<file path="config.mk">
export PLATFORM = sky130hd
export DESIGN_NAME = touch_sample_sequencer_top
export DESIGN_NICKNAME = d
export VERILOG_FILES = /design/src/tss_pkg.sv /design/src/tss_muldiv.sv /design/src/touch_sample_sequencer_top.sv
export SDC_FILE = /design/constraint.sdc
export NUM_CORES = 1
export LEC_CHECK = 0
export BUFFER_PORTS_ARGS = -buffer_cell sky130_fd_sc_hd__clkbuf_2
export CAP_MARGIN = 20
export CORE_UTILIZATION = 45
export DETAILED_ROUTE_END_ITERATION = 12
export GPL_ROUTABILITY_DRIVEN = 0
export GPL_TIMING_DRIVEN = 0
export PLACE_DENSITY_LB_ADDON = 0.08
export SYNTH_ARGS = -nofsm -noshare
export SYNTH_HDL_FRONTEND = slang
export SYNTH_SLANG_ARGS = --single-unit
</file>
<file path="constraint.sdc">
create_clock -name clk -period 5.37 [get_ports clk]
set_input_delay 1.074 -clock clk [delete_from_list [all_inputs] [get_ports clk]]
set_output_delay 1.074 -clock clk [all_outputs]
set_load 0.005 [all_outputs]
</file>
<file path="src/tss_pkg.sv">
package tss_pkg;

    localparam int REG_W = 12;
    localparam int CMD_W = 8;
    localparam int CFG_IDX_W = 3;
    localparam int DEF_AVG_SAMPLES = 4;
    localparam int DEF_SAMPLE_BITS = 12;

    localparam logic [CMD_W-1:0] CMD_PRESSURE = 8'hB0;
    localparam logic [CMD_W-1:0] CMD_XCHAN = 8'hD0;
    localparam logic [CMD_W-1:0] CMD_YCHAN = 8'h90;

    localparam logic OP_POLL = 1'b0;
    localparam logic OP_REPLY = 1'b1;

    localparam logic [CFG_IDX_W-1:0] REG_THRESHOLD = 3'd0;
    localparam logic [CFG_IDX_W-1:0] REG_XCHAN_MIN = 3'd1;
    localparam logic [CFG_IDX_W-1:0] REG_XCHAN_MAX = 3'd2;
    localparam logic [CFG_IDX_W-1:0] REG_YCHAN_MIN = 3'd3;
    localparam logic [CFG_IDX_W-1:0] REG_YCHAN_MAX = 3'd4;
    localparam logic [CFG_IDX_W-1:0] REG_COL_MAX = 3'd5;
    localparam logic [CFG_IDX_W-1:0] REG_ROW_MAX = 3'd6;

    localparam logic [REG_W-1:0] RST_THRESHOLD = 12'd50;
    localparam logic [REG_W-1:0] RST_RAW_MIN = 12'd200;
    localparam logic [REG_W-1:0] RST_RAW_MAX = 12'd3900;
    localparam logic [REG_W-1:0] RST_COL_MAX = 12'd319;
    localparam logic [REG_W-1:0] RST_ROW_MAX = 12'd239;

    typedef enum logic [3:0] {
        ST_IDLE,
        ST_PRESS,
        ST_XCH,
        ST_YCH,
        ST_AVGX,
        ST_AVGY,
        ST_MAPC,
        ST_MAPR,
        ST_DONE
    } seq_state_t;

    typedef enum logic [1:0] {
        MD_IDLE,
        MD_MUL,
        MD_DIV
    } md_state_t;

    typedef struct packed {
        logic             cmd_valid;
        logic [CMD_W-1:0] cmd_byte;
        logic             event_valid;
        logic             pressed;
        logic [REG_W-1:0] screen_x;
        logic [REG_W-1:0] screen_y;
    } res_t;

endpackage

</file>
<file path="src/tss_muldiv.sv">
module tss_muldiv #(
    parameter int AW = 14
) (
    input  logic                            clk,
    input  logic                            rst_n,
    input  logic                            start,
    input  logic [AW-1:0]                   a,
    input  logic [tss_pkg::REG_W-1:0]       b,
    input  logic [tss_pkg::REG_W-1:0]       d,
    output logic                            done,
    output logic [AW+tss_pkg::REG_W-1:0]    q
);
    import tss_pkg::*;

    localparam int PW = AW + REG_W;
    localparam int CNTW = $clog2(PW);

    md_state_t          state_reg, state_next;
    logic [CNTW-1:0]    cnt_reg, cnt_next;
    logic               done_reg, done_next;
    logic [PW-1:0]      acc_reg, acc_next;
    logic [PW-1:0]      mcand_reg, mcand_next;
    logic [REG_W-1:0]   mplier_reg, mplier_next;
    logic [REG_W-1:0]   div_reg, div_next;
    logic [REG_W-1:0]   rem_reg, rem_next;
    logic [REG_W:0]     rem_sh;
    logic [REG_W:0]     rem_sub;
    logic               fits;

    assign rem_sh = {rem_reg, acc_reg[PW-1]};
    assign fits = rem_sh >= {1'b0, div_reg};
    assign rem_sub = rem_sh - {1'b0, div_reg};

    // Shift-and-add multiply one multiplier bit a cycle, then restoring
    // division one quotient bit a cycle; the quotient shifts into acc_reg.
    always_comb
    begin
        state_next = state_reg;
        cnt_next = cnt_reg;
        done_next = 1'b0;
        acc_next = acc_reg;
        mcand_next = mcand_reg;
        mplier_next = mplier_reg;
        div_next = div_reg;
        rem_next = rem_reg;
        case (state_reg)
            MD_IDLE:
            begin
                if (start)
                begin
                    acc_next = '0;
                    mcand_next = PW'(a);
                    mplier_next = b;
                    div_next = d;
                    rem_next = '0;
                    cnt_next = CNTW'(REG_W - 1);
                    state_next = MD_MUL;
                end
            end
            MD_MUL:
            begin
                if (mplier_reg[0])
                begin
                    acc_next = acc_reg + mcand_reg;
                end
                mcand_next = {mcand_reg[PW-2:0], 1'b0};
                mplier_next = {1'b0, mplier_reg[REG_W-1:1]};
                if (cnt_reg == '0)
                begin
                    cnt_next = CNTW'(PW - 1);
                    state_next = MD_DIV;
                end
                else
                begin
                    cnt_next = cnt_reg - CNTW'(1);
                end
            end
            MD_DIV:
            begin
                rem_next = fits ? rem_sub[REG_W-1:0] : rem_sh[REG_W-1:0];
                acc_next = {acc_reg[PW-2:0], fits};
                if (cnt_reg == '0)
                begin
                    done_next = 1'b1;
                    state_next = MD_IDLE;
                end
                else
                begin
                    cnt_next = cnt_reg - CNTW'(1);
                end
            end
            default:
            begin
                state_next = MD_IDLE;
            end
        endcase
    end

    always_ff @(posedge clk or negedge rst_n)
    begin
        if (!rst_n)
        begin
            state_reg <= MD_IDLE;
            cnt_reg <= '0;
            done_reg <= 1'b0;
        end
        else
        begin
            state_reg <= state_next;
            cnt_reg <= cnt_next;
            done_reg <= done_next;
        end
    end

    always_ff @(posedge clk)
    begin
        acc_reg <= acc_next;
        mcand_reg <= mcand_next;
        mplier_reg <= mplier_next;
        div_reg <= div_next;
        rem_reg <= rem_next;
    end

    assign done = done_reg;
    assign q = acc_reg;

    a_start_idle: assert property (@(posedge clk) disable iff (!rst_n)
        start |-> (state_reg == MD_IDLE))
        else $error("Operation started while the unit was busy.");

    a_div_end_done: assert property (@(posedge clk) disable iff (!rst_n)
        (state_reg == MD_DIV && cnt_reg == '0) |=> done_reg)
        else $error("Last division step did not signal completion.");

    a_done_after_div: assert property (@(posedge clk) disable iff (!rst_n)
        done_reg |-> ($past(state_reg) == MD_DIV))
        else $error("Completion signaled outside the division phase.");

endmodule

</file>
<file path="src/touch_sample_sequencer_top.sv">
// Channel   Direction  Handshake              Payload
// in        input      in_valid / in_ready    op, pen_irq_n, reply_word
// out       output     out_valid / out_ready  cmd_valid, cmd_byte, event_valid,
//                                             pressed, screen_x, screen_y
// cfg       input      cfg_we                 cfg_index, cfg_data
//
// A poll or a reply that does not end a sequence pushes its word straight into the output queue.
// The reply that ends the last X/Y pair starts two averages and two mappings on the
// shared serial unit, each a multiply followed by a restoring division; a mapping
// of a clamped reading skips the unit.
// Input stalls during that work and while the two-word output queue is full.
// Reset clears the sequence and loads the register defaults.
module touch_sample_sequencer_top #(
    parameter int AVG_SAMPLES = tss_pkg::DEF_AVG_SAMPLES,
    parameter int SAMPLE_BITS = tss_pkg::DEF_SAMPLE_BITS
) (
    input  logic                            clk,
    input  logic                            rst_n,
    input  logic                            in_valid,
    output logic                            in_ready,
    input  logic                            op,
    input  logic                            pen_irq_n,
    input  logic [15:0]                     reply_word,
    output logic                            out_valid,
    input  logic                            out_ready,
    output logic                            cmd_valid,
    output logic [tss_pkg::CMD_W-1:0]       cmd_byte,
    output logic                            event_valid,
    output logic                            pressed,
    output logic [tss_pkg::REG_W-1:0]       screen_x,
    output logic [tss_pkg::REG_W-1:0]       screen_y,
    input  logic                            cfg_we,
    input  logic [tss_pkg::CFG_IDX_W-1:0]   cfg_index,
    input  logic [tss_pkg::REG_W-1:0]       cfg_data
);
    import tss_pkg::*;

    localparam int SMPW = (SAMPLE_BITS < 13) ? SAMPLE_BITS : 13;
    localparam int SUMW = SMPW + $clog2(AVG_SAMPLES);
    localparam int AW = (SUMW > REG_W) ? SUMW : REG_W;
    localparam int PW = AW + REG_W;
    localparam int CW = $clog2(AVG_SAMPLES + 1);
    localparam int CMPW = (SMPW > REG_W) ? SMPW : REG_W;

    logic [REG_W-1:0]   thr_reg, xmin_reg, xmax_reg, ymin_reg, ymax_reg;
    logic [REG_W-1:0]   colmax_reg, rowmax_reg;

    seq_state_t         state_reg, state_next;
    logic [CW-1:0]      pair_reg, pair_next;
    logic [CW-1:0]      pair_inc;
    logic [SUMW-1:0]    sumx_reg, sumx_next, sumy_reg, sumy_next;
    logic [SMPW-1:0]    avgx_reg, avgx_next, avgy_reg, avgy_next;
    logic [REG_W-1:0]   col_reg, col_next, row_reg, row_next;
    logic               launched_reg, launched_next;

    res_t               e0_reg, e1_reg;
    logic [1:0]         cnt_reg;
    logic               push, pop, accept;
    res_t               push_data;

    logic [SMPW-1:0]    sample;
    logic [CMPW-1:0]    map_v, map_lo, map_hi, map_diff;
    logic [REG_W-1:0]   map_top;

    logic               md_start, md_done;
    logic [AW-1:0]      md_a;
    logic [REG_W-1:0]   md_b, md_d;
    logic [PW-1:0]      md_q;

    tss_muldiv #(
        .AW(AW)
    ) u_muldiv (
        .clk(clk),
        .rst_n(rst_n),
        .start(md_start),
        .a(md_a),
        .b(md_b),
        .d(md_d),
        .done(md_done),
        .q(md_q)
    );

    always_ff @(posedge clk or negedge rst_n)
    begin
        if (!rst_n)
        begin
            thr_reg <= RST_THRESHOLD;
            xmin_reg <= RST_RAW_MIN;
            xmax_reg <= RST_RAW_MAX;
            ymin_reg <= RST_RAW_MIN;
            ymax_reg <= RST_RAW_MAX;
            colmax_reg <= RST_COL_MAX;
            rowmax_reg <= RST_ROW_MAX;
        end
        else if (cfg_we)
        begin
            case (cfg_index)
                REG_THRESHOLD: thr_reg <= cfg_data;
                REG_XCHAN_MIN: xmin_reg <= cfg_data;
                REG_XCHAN_MAX: xmax_reg <= cfg_data;
                REG_YCHAN_MIN: ymin_reg <= cfg_data;
                REG_YCHAN_MAX: ymax_reg <= cfg_data;
                REG_COL_MAX: colmax_reg <= cfg_data;
                REG_ROW_MAX: rowmax_reg <= cfg_data;
                default: ;
            endcase
        end
    end

    assign sample = reply_word[3 +: SMPW];
    assign in_ready = (state_reg inside {ST_IDLE, ST_PRESS, ST_XCH, ST_YCH})
                      && (cnt_reg != 2'd2);
    assign accept = in_valid && in_ready;
    assign pop = out_valid && out_ready;
    assign pair_inc = pair_reg + CW'(1);

    // The column comes from the Y average and the row from the X average.
    always_comb
    begin
        if (state_reg == ST_MAPC)
        begin
            map_v = CMPW'(avgy_reg);
            map_lo = CMPW'(ymin_reg);
            map_hi = CMPW'(ymax_reg);
            map_top = colmax_reg;
        end
        else
        begin
            map_v = CMPW'(avgx_reg);
            map_lo = CMPW'(xmin_reg);
            map_hi = CMPW'(xmax_reg);
            map_top = rowmax_reg;
        end
        map_diff = map_v - map_lo;
    end

    always_comb
    begin
        state_next = state_reg;
        pair_next = pair_reg;
        sumx_next = sumx_reg;
        sumy_next = sumy_reg;
        avgx_next = avgx_reg;
        avgy_next = avgy_reg;
        col_next = col_reg;
        row_next = row_reg;
        launched_next = launched_reg;
        push = 1'b0;
        push_data = '0;
        md_start = 1'b0;
        md_a = '0;
        md_b = '0;
        md_d = '0;
        case (state_reg)
            ST_IDLE:
            begin
                if (accept)
                begin
                    push = 1'b1;
                    if (op == OP_POLL)
                    begin
                        if (pen_irq_n)
                        begin
                            push_data.event_valid = 1'b1;
                        end
                        else
                        begin
                            push_data.cmd_valid = 1'b1;
                            push_data.cmd_byte = CMD_PRESSURE;
                            state_next = ST_PRESS;
                        end
                    end
                end
            end
            ST_PRESS:
            begin
                if (accept)
                begin
                    push = 1'b1;
                    if (op == OP_POLL)
                    begin
                        state_next = ST_IDLE;
                    end
                    else if (CMPW'(sample) < CMPW'(thr_reg))
                    begin
                        push_data.event_valid = 1'b1;
                        state_next = ST_IDLE;
                    end
                    else
                    begin
                        pair_next = '0;
                        sumx_next = '0;
                        sumy_next = '0;
                        push_data.cmd_valid = 1'b1;
                        push_data.cmd_byte = CMD_XCHAN;
                        state_next = ST_XCH;
                    end
                end
            end
            ST_XCH:
            begin
                if (accept)
                begin
                    push = 1'b1;
                    if (op == OP_POLL)
                    begin
                        state_next = ST_IDLE;
                    end
                    else
                    begin
                        sumx_next = sumx_reg + SUMW'(sample);
                        push_data.cmd_valid = 1'b1;
                        push_data.cmd_byte = CMD_YCHAN;
                        state_next = ST_YCH;
                    end
                end
            end
            ST_YCH:
            begin
                if (accept)
                begin
                    if (op == OP_POLL)
                    begin
                        push = 1'b1;
                        state_next = ST_IDLE;
                    end
                    else
                    begin
                        sumy_next = sumy_reg + SUMW'(sample);
                        if (pair_inc == CW'(AVG_SAMPLES))
                        begin
                            pair_next = '0;
                            state_next = ST_AVGX;
                        end
                        else
                        begin
                            pair_next = pair_inc;
                            push = 1'b1;
                            push_data.cmd_valid = 1'b1;
                            push_data.cmd_byte = CMD_XCHAN;
                            state_next = ST_XCH;
                        end
                    end
                end
            end
            ST_AVGX, ST_AVGY:
            begin
                md_a = (state_reg == ST_AVGX) ? AW'(sumx_reg) : AW'(sumy_reg);
                md_b = REG_W'(1);
                md_d = REG_W'(AVG_SAMPLES);
                md_start = !launched_reg;
                if (md_start)
                begin
                    launched_next = 1'b1;
                end
                if (md_done)
                begin
                    launched_next = 1'b0;
                    if (state_reg == ST_AVGX)
                    begin
                        avgx_next = md_q[SMPW-1:0];
                        state_next = ST_AVGY;
                    end
                    else
                    begin
                        avgy_next = md_q[SMPW-1:0];
                        state_next = ST_MAPC;
                    end
                end
            end
            ST_MAPC, ST_MAPR:
            begin
                md_a = AW'(map_diff[REG_W-1:0]);
                md_b = map_top;
                md_d = map_hi[REG_W-1:0] - map_lo[REG_W-1:0];
                if (!launched_reg && (map_v <= map_lo || map_v >= map_hi))
                begin
                    if (state_reg == ST_MAPC)
                    begin
                        col_next = (map_v <= map_lo) ? '0 : map_top;
                        state_next = ST_MAPR;
                    end
                    else
                    begin
                        row_next = (map_v <= map_lo) ? '0 : map_top;
                        state_next = ST_DONE;
                    end
                end
                else
                begin
                    md_start = !launched_reg;
                    if (md_start)
                    begin
                        launched_next = 1'b1;
                    end
                    if (md_done)
                    begin
                        launched_next = 1'b0;
                        if (state_reg == ST_MAPC)
                        begin
                            col_next = md_q[REG_W-1:0];
                            state_next = ST_MAPR;
                        end
                        else
                        begin
                            row_next = md_q[REG_W-1:0];
                            state_next = ST_DONE;
                        end
                    end
                end
            end
            ST_DONE:
            begin
                if (cnt_reg != 2'd2 || pop)
                begin
                    push = 1'b1;
                    push_data.event_valid = 1'b1;
                    push_data.pressed = 1'b1;
                    push_data.screen_x = col_reg;
                    push_data.screen_y = row_reg;
                    state_next = ST_IDLE;
                end
            end
            default:
            begin
                state_next = ST_IDLE;
            end
        endcase
    end

    always_ff @(posedge clk or negedge rst_n)
    begin
        if (!rst_n)
        begin
            state_reg <= ST_IDLE;
            pair_reg <= '0;
            sumx_reg <= '0;
            sumy_reg <= '0;
            launched_reg <= 1'b0;
        end
        else
        begin
            state_reg <= state_next;
            pair_reg <= pair_next;
            sumx_reg <= sumx_next;
            sumy_reg <= sumy_next;
            launched_reg <= launched_next;
        end
    end

    always_ff @(posedge clk)
    begin
        avgx_reg <= avgx_next;
        avgy_reg <= avgy_next;
        col_reg <= col_next;
        row_reg <= row_next;
    end

    // Output queue: e0_reg is the word on the port, e1_reg the one behind it.
    always_ff @(posedge clk or negedge rst_n)
    begin
        if (!rst_n)
        begin
            cnt_reg <= 2'd0;
        end
        else if (push && !pop)
        begin
            cnt_reg <= cnt_reg + 2'd1;
        end
        else if (pop && !push)
        begin
            cnt_reg <= cnt_reg - 2'd1;
        end
    end

    always_ff @(posedge clk)
    begin
        if (push && pop)
        begin
            if (cnt_reg == 2'd1)
            begin
                e0_reg <= push_data;
            end
            else
            begin
                e0_reg <= e1_reg;
                e1_reg <= push_data;
            end
        end
        else if (pop)
        begin
            e0_reg <= e1_reg;
        end
        else if (push)
        begin
            if (cnt_reg == 2'd0)
            begin
                e0_reg <= push_data;
            end
            else
            begin
                e1_reg <= push_data;
            end
        end
    end

    assign out_valid = cnt_reg != 2'd0;
    assign cmd_valid = e0_reg.cmd_valid;
    assign cmd_byte = e0_reg.cmd_byte;
    assign event_valid = e0_reg.event_valid;
    assign pressed = e0_reg.pressed;
    assign screen_x = e0_reg.screen_x;
    assign screen_y = e0_reg.screen_y;

    a_launch_in_compute: assert property (@(posedge clk) disable iff (!rst_n)
        launched_reg |-> (state_reg == ST_AVGX || state_reg == ST_AVGY
                          || state_reg == ST_MAPC || state_reg == ST_MAPR))
        else $error("Arithmetic request pending outside a compute state.");

    a_done_requested: assert property (@(posedge clk) disable iff (!rst_n)
        md_done |-> launched_reg)
        else $error("Arithmetic result arrived without a request.");

    a_pair_range: assert property (@(posedge clk) disable iff (!rst_n)
        pair_reg < CW'(AVG_SAMPLES))
        else $error("Pair count passed the sample count.");

    a_no_overflow: assert property (@(posedge clk) disable iff (!rst_n)
        push |-> (cnt_reg != 2'd2 || pop))
        else $error("Word pushed into a full output queue.");

endmodule

</file>
==> flow_summary_export.csv <==
group,metric,value,unit
die,die_outline_width,204,µm
place,detail_placement_hpwl,34800,µm
die,die_height,204,µm
setup_path,setup.worst_path.end_class,"register",
pwr,worst_case_vdd_ir_drop,0.221,mV
clock_tree,clock_path_buffers,3,
die,floorplan.io_pins,75,
status,run_status,"complete, no violations",
cells_and_area,number_of_flip_flops_under_the_largest_register_name,29,
pwr,comb_power_share,28.1,%
timing,report.final.setup_viol,0,
routing,routed_wl,46300,µm
pwr,intPower,5.48,mW
timing,fin_crit_sh,95.2,%
cells_and_area,n_antenna_cell,0,
routing,drt_first_pass_iters,6,
timing,worst_slew_margin_rel,29.2,%
cells_and_area,area_taken_by_multi_input_logic_gates,8750,µm²
timing,skew,0.0190,ns
setup_path,most_frequent_cp_cell,"sky130_fd_sc_hd__buf_2",
setup_path,cp_max_fo,15,
hold_path,hold_path.class,"primary input to asynchronous set/reset pin",
yosys,synth_top_flop_cell,"sky130_fd_sc_hd__edfxtp_1",
global_routing,number_of_global_route_vias_before_repair,12400,
setup_path,worstSetupStartpoint,"state_reg[3]",
routing,route.vias.total,12800,
die,design.core.area,40000,µm²
die,placementRows,73,
cells_and_area,final_net_count,1913,
pwr,finalPower,8.05,mW
place,post-place-ws,-0.495,ns
yosys,ys_ff_latch,324,
job,cap_viol_max_count,0,
setup_path,critical_path.top_delay_family,"compound AO/OA/AOI/OAI gates",
setup_path,critical_path.n_buffers_inverters,4,
setup_path,cp_data_arrival_time,5.36,ns
timing,worst-slew-pin-transition,1.06,ns
die,starting_density,45.9,%
timing,fmaxAchievable,0.196,GHz
setup_path,path_cells,"and4bb_1 -> buf_6 -> buf_2 -> buf_2 -> mux2_2 -> ha_1 -> fa_1 -> nor2b_1 -> o31ai_1 -> a21oi_1 -> a211o_4 -> nand3b_4 -> o21ai_4 -> nor2b_4 -> o21a_2 -> buf_8",
yosys,yosys.cell_types.count,85,
die,fp.dieArea,41700,µm²
routing,drc,0,
timing,timing.final.hold_violations,0,
global_routing,grt_max_degree,107,
setup_path,worst-endpoint-required,5.62,ns
timing,grt_setup_unrepaired,"false",
yosys,syn-cell-area,18400,µm²
clock_tree,h-tree-depth,2,
cells_and_area,share_of_layout_cells_above_drive_strength_1,18.3,%
routing,postRouteAntennaNets,0,
yosys,postSynthAreaPerCell,11.2,µm²
clock_tree,ctsRootBufferMaster,"sky130_fd_sc_hd__clkbuf_16",
global_routing,wire_length_of_the_first_global_routing_pass,71800,µm
yosys,synth-async-reset-ratio,40.1,%
yosys,yosys_warnings,0,
global_routing,grt.overflow.total,0,
yosys,synth-edff-count,194,
routing,routed_wire_length_per_instance,20.1,µm
setup_path,r2r-end,"u_muldiv.q[13]",
pwr,p_leak,8.39,nW
setup_path,worst_r2r_path_depth,16,
yosys,synth_seq_area_share,49.7,%
place,portBuffers,66,
global_routing,antenna_found_initial,0,
setup_path,startpoint_type,"register",
setup_path,worstSetupEndpoint,"u_muldiv.q[13]",
cells_and_area,fillers,3640,
setup_path,r2r_slack,0.26,ns
routing,viasPerCell,5.57,
cells_and_area,areaGrowthSynthToFinish,12.5,%
clock_tree,clock_insertion_delay_worst_skew,0.55,ns
pwr,cellPowerDensity,389,nW/µm²
routing,detailedRoute.firstIterationViolations,687,
clock_tree,tritoncts_clock_tree,"yes",
timing,crit_path_time_final,5.11,ns
setup_path,slowest_cell_on_the_critical_path,"sky130_fd_sc_hd__dfrtp_1",
cells_and_area,final-seq-area,9130,µm²
setup_path,wp_depth,16,
clock_tree,clk_pin_slew_worst_paths,0.06,ns
clock_tree,cts_sinks,324,
global_routing,grt_use_total,22.7,%
clock_tree,cts_buffers,38,
pwr,switching_share,31.9,%
timing,final_critical_path_setup_slack,0.257,ns
yosys,netlist_instances,1634,
setup_path,timing.critical_path.slowest_cell_delay,0.47,ns
pwr,pwr-share-seq,42.0,%
pwr,total_switching_power,2.57,mW
timing,maxSlewViolCount,0,
setup_path,timing_worst_setup_path_type,"register to register",
pwr,clock_network_fraction_of_design_power,29.9,%
setup_path,r2r_start,"state_reg[3]",
[logic make-up (layout without fill, tap and decap cells)]
logic type,Yosys count,after routing,share of synthesized area (%)
muxes,188,188,11.1
buffers and inverters,136,276,3.00
AOI/OAI and AO/OA,351,351,12.6
and+or+nand+nor,445,445,11.9
other,1,4,0.0204
xor gates and xnor gates,65,65,3.10
DFF,324,324,49.7
adders and majority gates,124,124,8.69
[per-layer routing]
| metal | part of all wire (%) | track usage [%] | wire length, µm |
|---|---|---|---|
| met1 | 48 | 32.4 | 22100 |
| met2 | 44 | 35.3 | 20500 |
| met3 | 4.7 | 2.71 | 2190 |
| met4 | 3.4 | 8.64 | 1570 |
| met5 | 0 | 0 | 0 |
[repair_timing]
action | CTS | global route
pin swaps | 0 | 1
gates resized for setup | 8 | 2
endpoints found under the setup margin | 112 | 68
hold buffers | 0 | 0
setup buffers | 0 | 2
[worst reg2reg max path, stage by stage, from the launching register on]
cell,delay [ns]
sky130_fd_sc_hd__dfrtp_1,0.47
sky130_fd_sc_hd__and4bb_1,0.34
sky130_fd_sc_hd__buf_6,0.15
sky130_fd_sc_hd__buf_2,0.31
sky130_fd_sc_hd__buf_2,0.41
sky130_fd_sc_hd__mux2_2,0.44
sky130_fd_sc_hd__ha_1,0.24
sky130_fd_sc_hd__fa_1,0.40
sky130_fd_sc_hd__nor2b_1,0.20
sky130_fd_sc_hd__o31ai_1,0.12
sky130_fd_sc_hd__a21oi_1,0.29
sky130_fd_sc_hd__a211o_4,0.21
sky130_fd_sc_hd__nand3b_4,0.12
sky130_fd_sc_hd__o21ai_4,0.26
sky130_fd_sc_hd__nor2b_4,0.25
sky130_fd_sc_hd__o21a_2,0.38
sky130_fd_sc_hd__buf_8,0.22
[cell usage after synthesis, types with 14 or more instances]
cell type                  instances  area, µm²
sky130_fd_sc_hd__o31ai_1          40        300
sky130_fd_sc_hd__nor3_1           34        170
sky130_fd_sc_hd__dfstp_2          39       1020
sky130_fd_sc_hd__o21ai_0          95        475
sky130_fd_sc_hd__xor2_1           38        333
sky130_fd_sc_hd__and2_1           41        257
sky130_fd_sc_hd__nand3_1          24        120
sky130_fd_sc_hd__a21oi_1          70        350
sky130_fd_sc_hd__xnor2_1          27        236
sky130_fd_sc_hd__o21a_1           16        120
sky130_fd_sc_hd__dfrtp_1          91       2280
sky130_fd_sc_hd__inv_1            72        270
sky130_fd_sc_hd__edfxtp_1        194       5830
sky130_fd_sc_hd__a21o_1           24        180
sky130_fd_sc_hd__nor2b_1          27        169
sky130_fd_sc_hd__clkbuf_1         40        150
sky130_fd_sc_hd__mux2_2          119       1340
sky130_fd_sc_hd__nand2_1         142        533
sky130_fd_sc_hd__mux2i_1          66        661
sky130_fd_sc_hd__nor2_1           99        372
sky130_fd_sc_hd__a31oi_1          14       87.6
sky130_fd_sc_hd__ha_1            118       1480
[cell type report]
class,count,area share (%)
Timing Repair Buffer,74,2.24
Inverter,73,1.34
Tap cell,525,3.18
Multi-Input combinational cell,1177,42.3
Sequential cell,324,44.1
Clock buffer,52,4.90
Clock inverter,14,0.544
Buffer,63,1.36
[stage by stage]
step                util, %  TNS, ns  cell area, µm²  hold WS [ns]  instances
floorplan                 -        0           18400         0.469       1637
global placement       48.4   -98.39           19400         0.482       2228
detailed placement     48.7   -34.05           19500         0.492       2233
CTS                    51.6        0           20600         0.377       2299
global route           51.7        0           20700         0.395       2302
finish                 51.7        0           20700         0.402       2302
[worst min path at each step]
stage | startpoint | end | depth (start not counted) | slack, ns
floorplan | sumy_reg[11] | sumy_reg[11] | 2 | 0.47
global route | rst_n | ymax_reg[1] | 1 | 0.39
finish | rst_n | xmax_reg[1] | 1 | 0.40
detailed placement | xmax_reg[0] | xmax_reg[0] | 1 | 0.49
CTS | rst_n | ymax_reg[1] | 1 | 0.38
global placement | ymin_reg[0] | ymin_reg[0] | 1 | 0.48
[power by group through the flow]
stage / Combinational [mW] / Clock, mW / Sequential, mW
floorplan: 1.56 / 0 / 3.38
global placement: 2.19 / 0 / 3.42
detailed placement: 2.25 / 0 / 3.42
CTS: 2.27 / 2.47 / 3.38
global route: 2.50 / 2.56 / 3.43
finish: 2.26 / 2.41 / 3.38
[cell usage in the layout, fill, tap and decap left out, types with 27 or more instances in the layout]
| cell | n |
|---|---|
| sky130_fd_sc_hd__and2_1 | 41 |
| sky130_fd_sc_hd__xor2_1 | 38 |
| sky130_fd_sc_hd__o31ai_1 | 40 |
| sky130_fd_sc_hd__dfstp_2 | 39 |
| sky130_fd_sc_hd__nand2_1 | 142 |
| sky130_fd_sc_hd__edfxtp_1 | 194 |
| sky130_fd_sc_hd__mux2i_1 | 65 |
| sky130_fd_sc_hd__clkbuf_16 | 38 |
| sky130_fd_sc_hd__nor2b_1 | 27 |
| sky130_fd_sc_hd__nor2_1 | 98 |
| sky130_fd_sc_hd__dfrtp_1 | 91 |
| sky130_fd_sc_hd__inv_1 | 71 |
| sky130_fd_sc_hd__o21ai_0 | 92 |
| sky130_fd_sc_hd__a21oi_1 | 69 |
| sky130_fd_sc_hd__clkbuf_2 | 65 |
| sky130_fd_sc_hd__clkbuf_1 | 53 |
| sky130_fd_sc_hd__xnor2_1 | 27 |
| sky130_fd_sc_hd__ha_1 | 118 |
| sky130_fd_sc_hd__nor3_1 | 34 |
| sky130_fd_sc_hd__mux2_2 | 119 |
No activity file was read; power rests on OpenSTA's default activity.
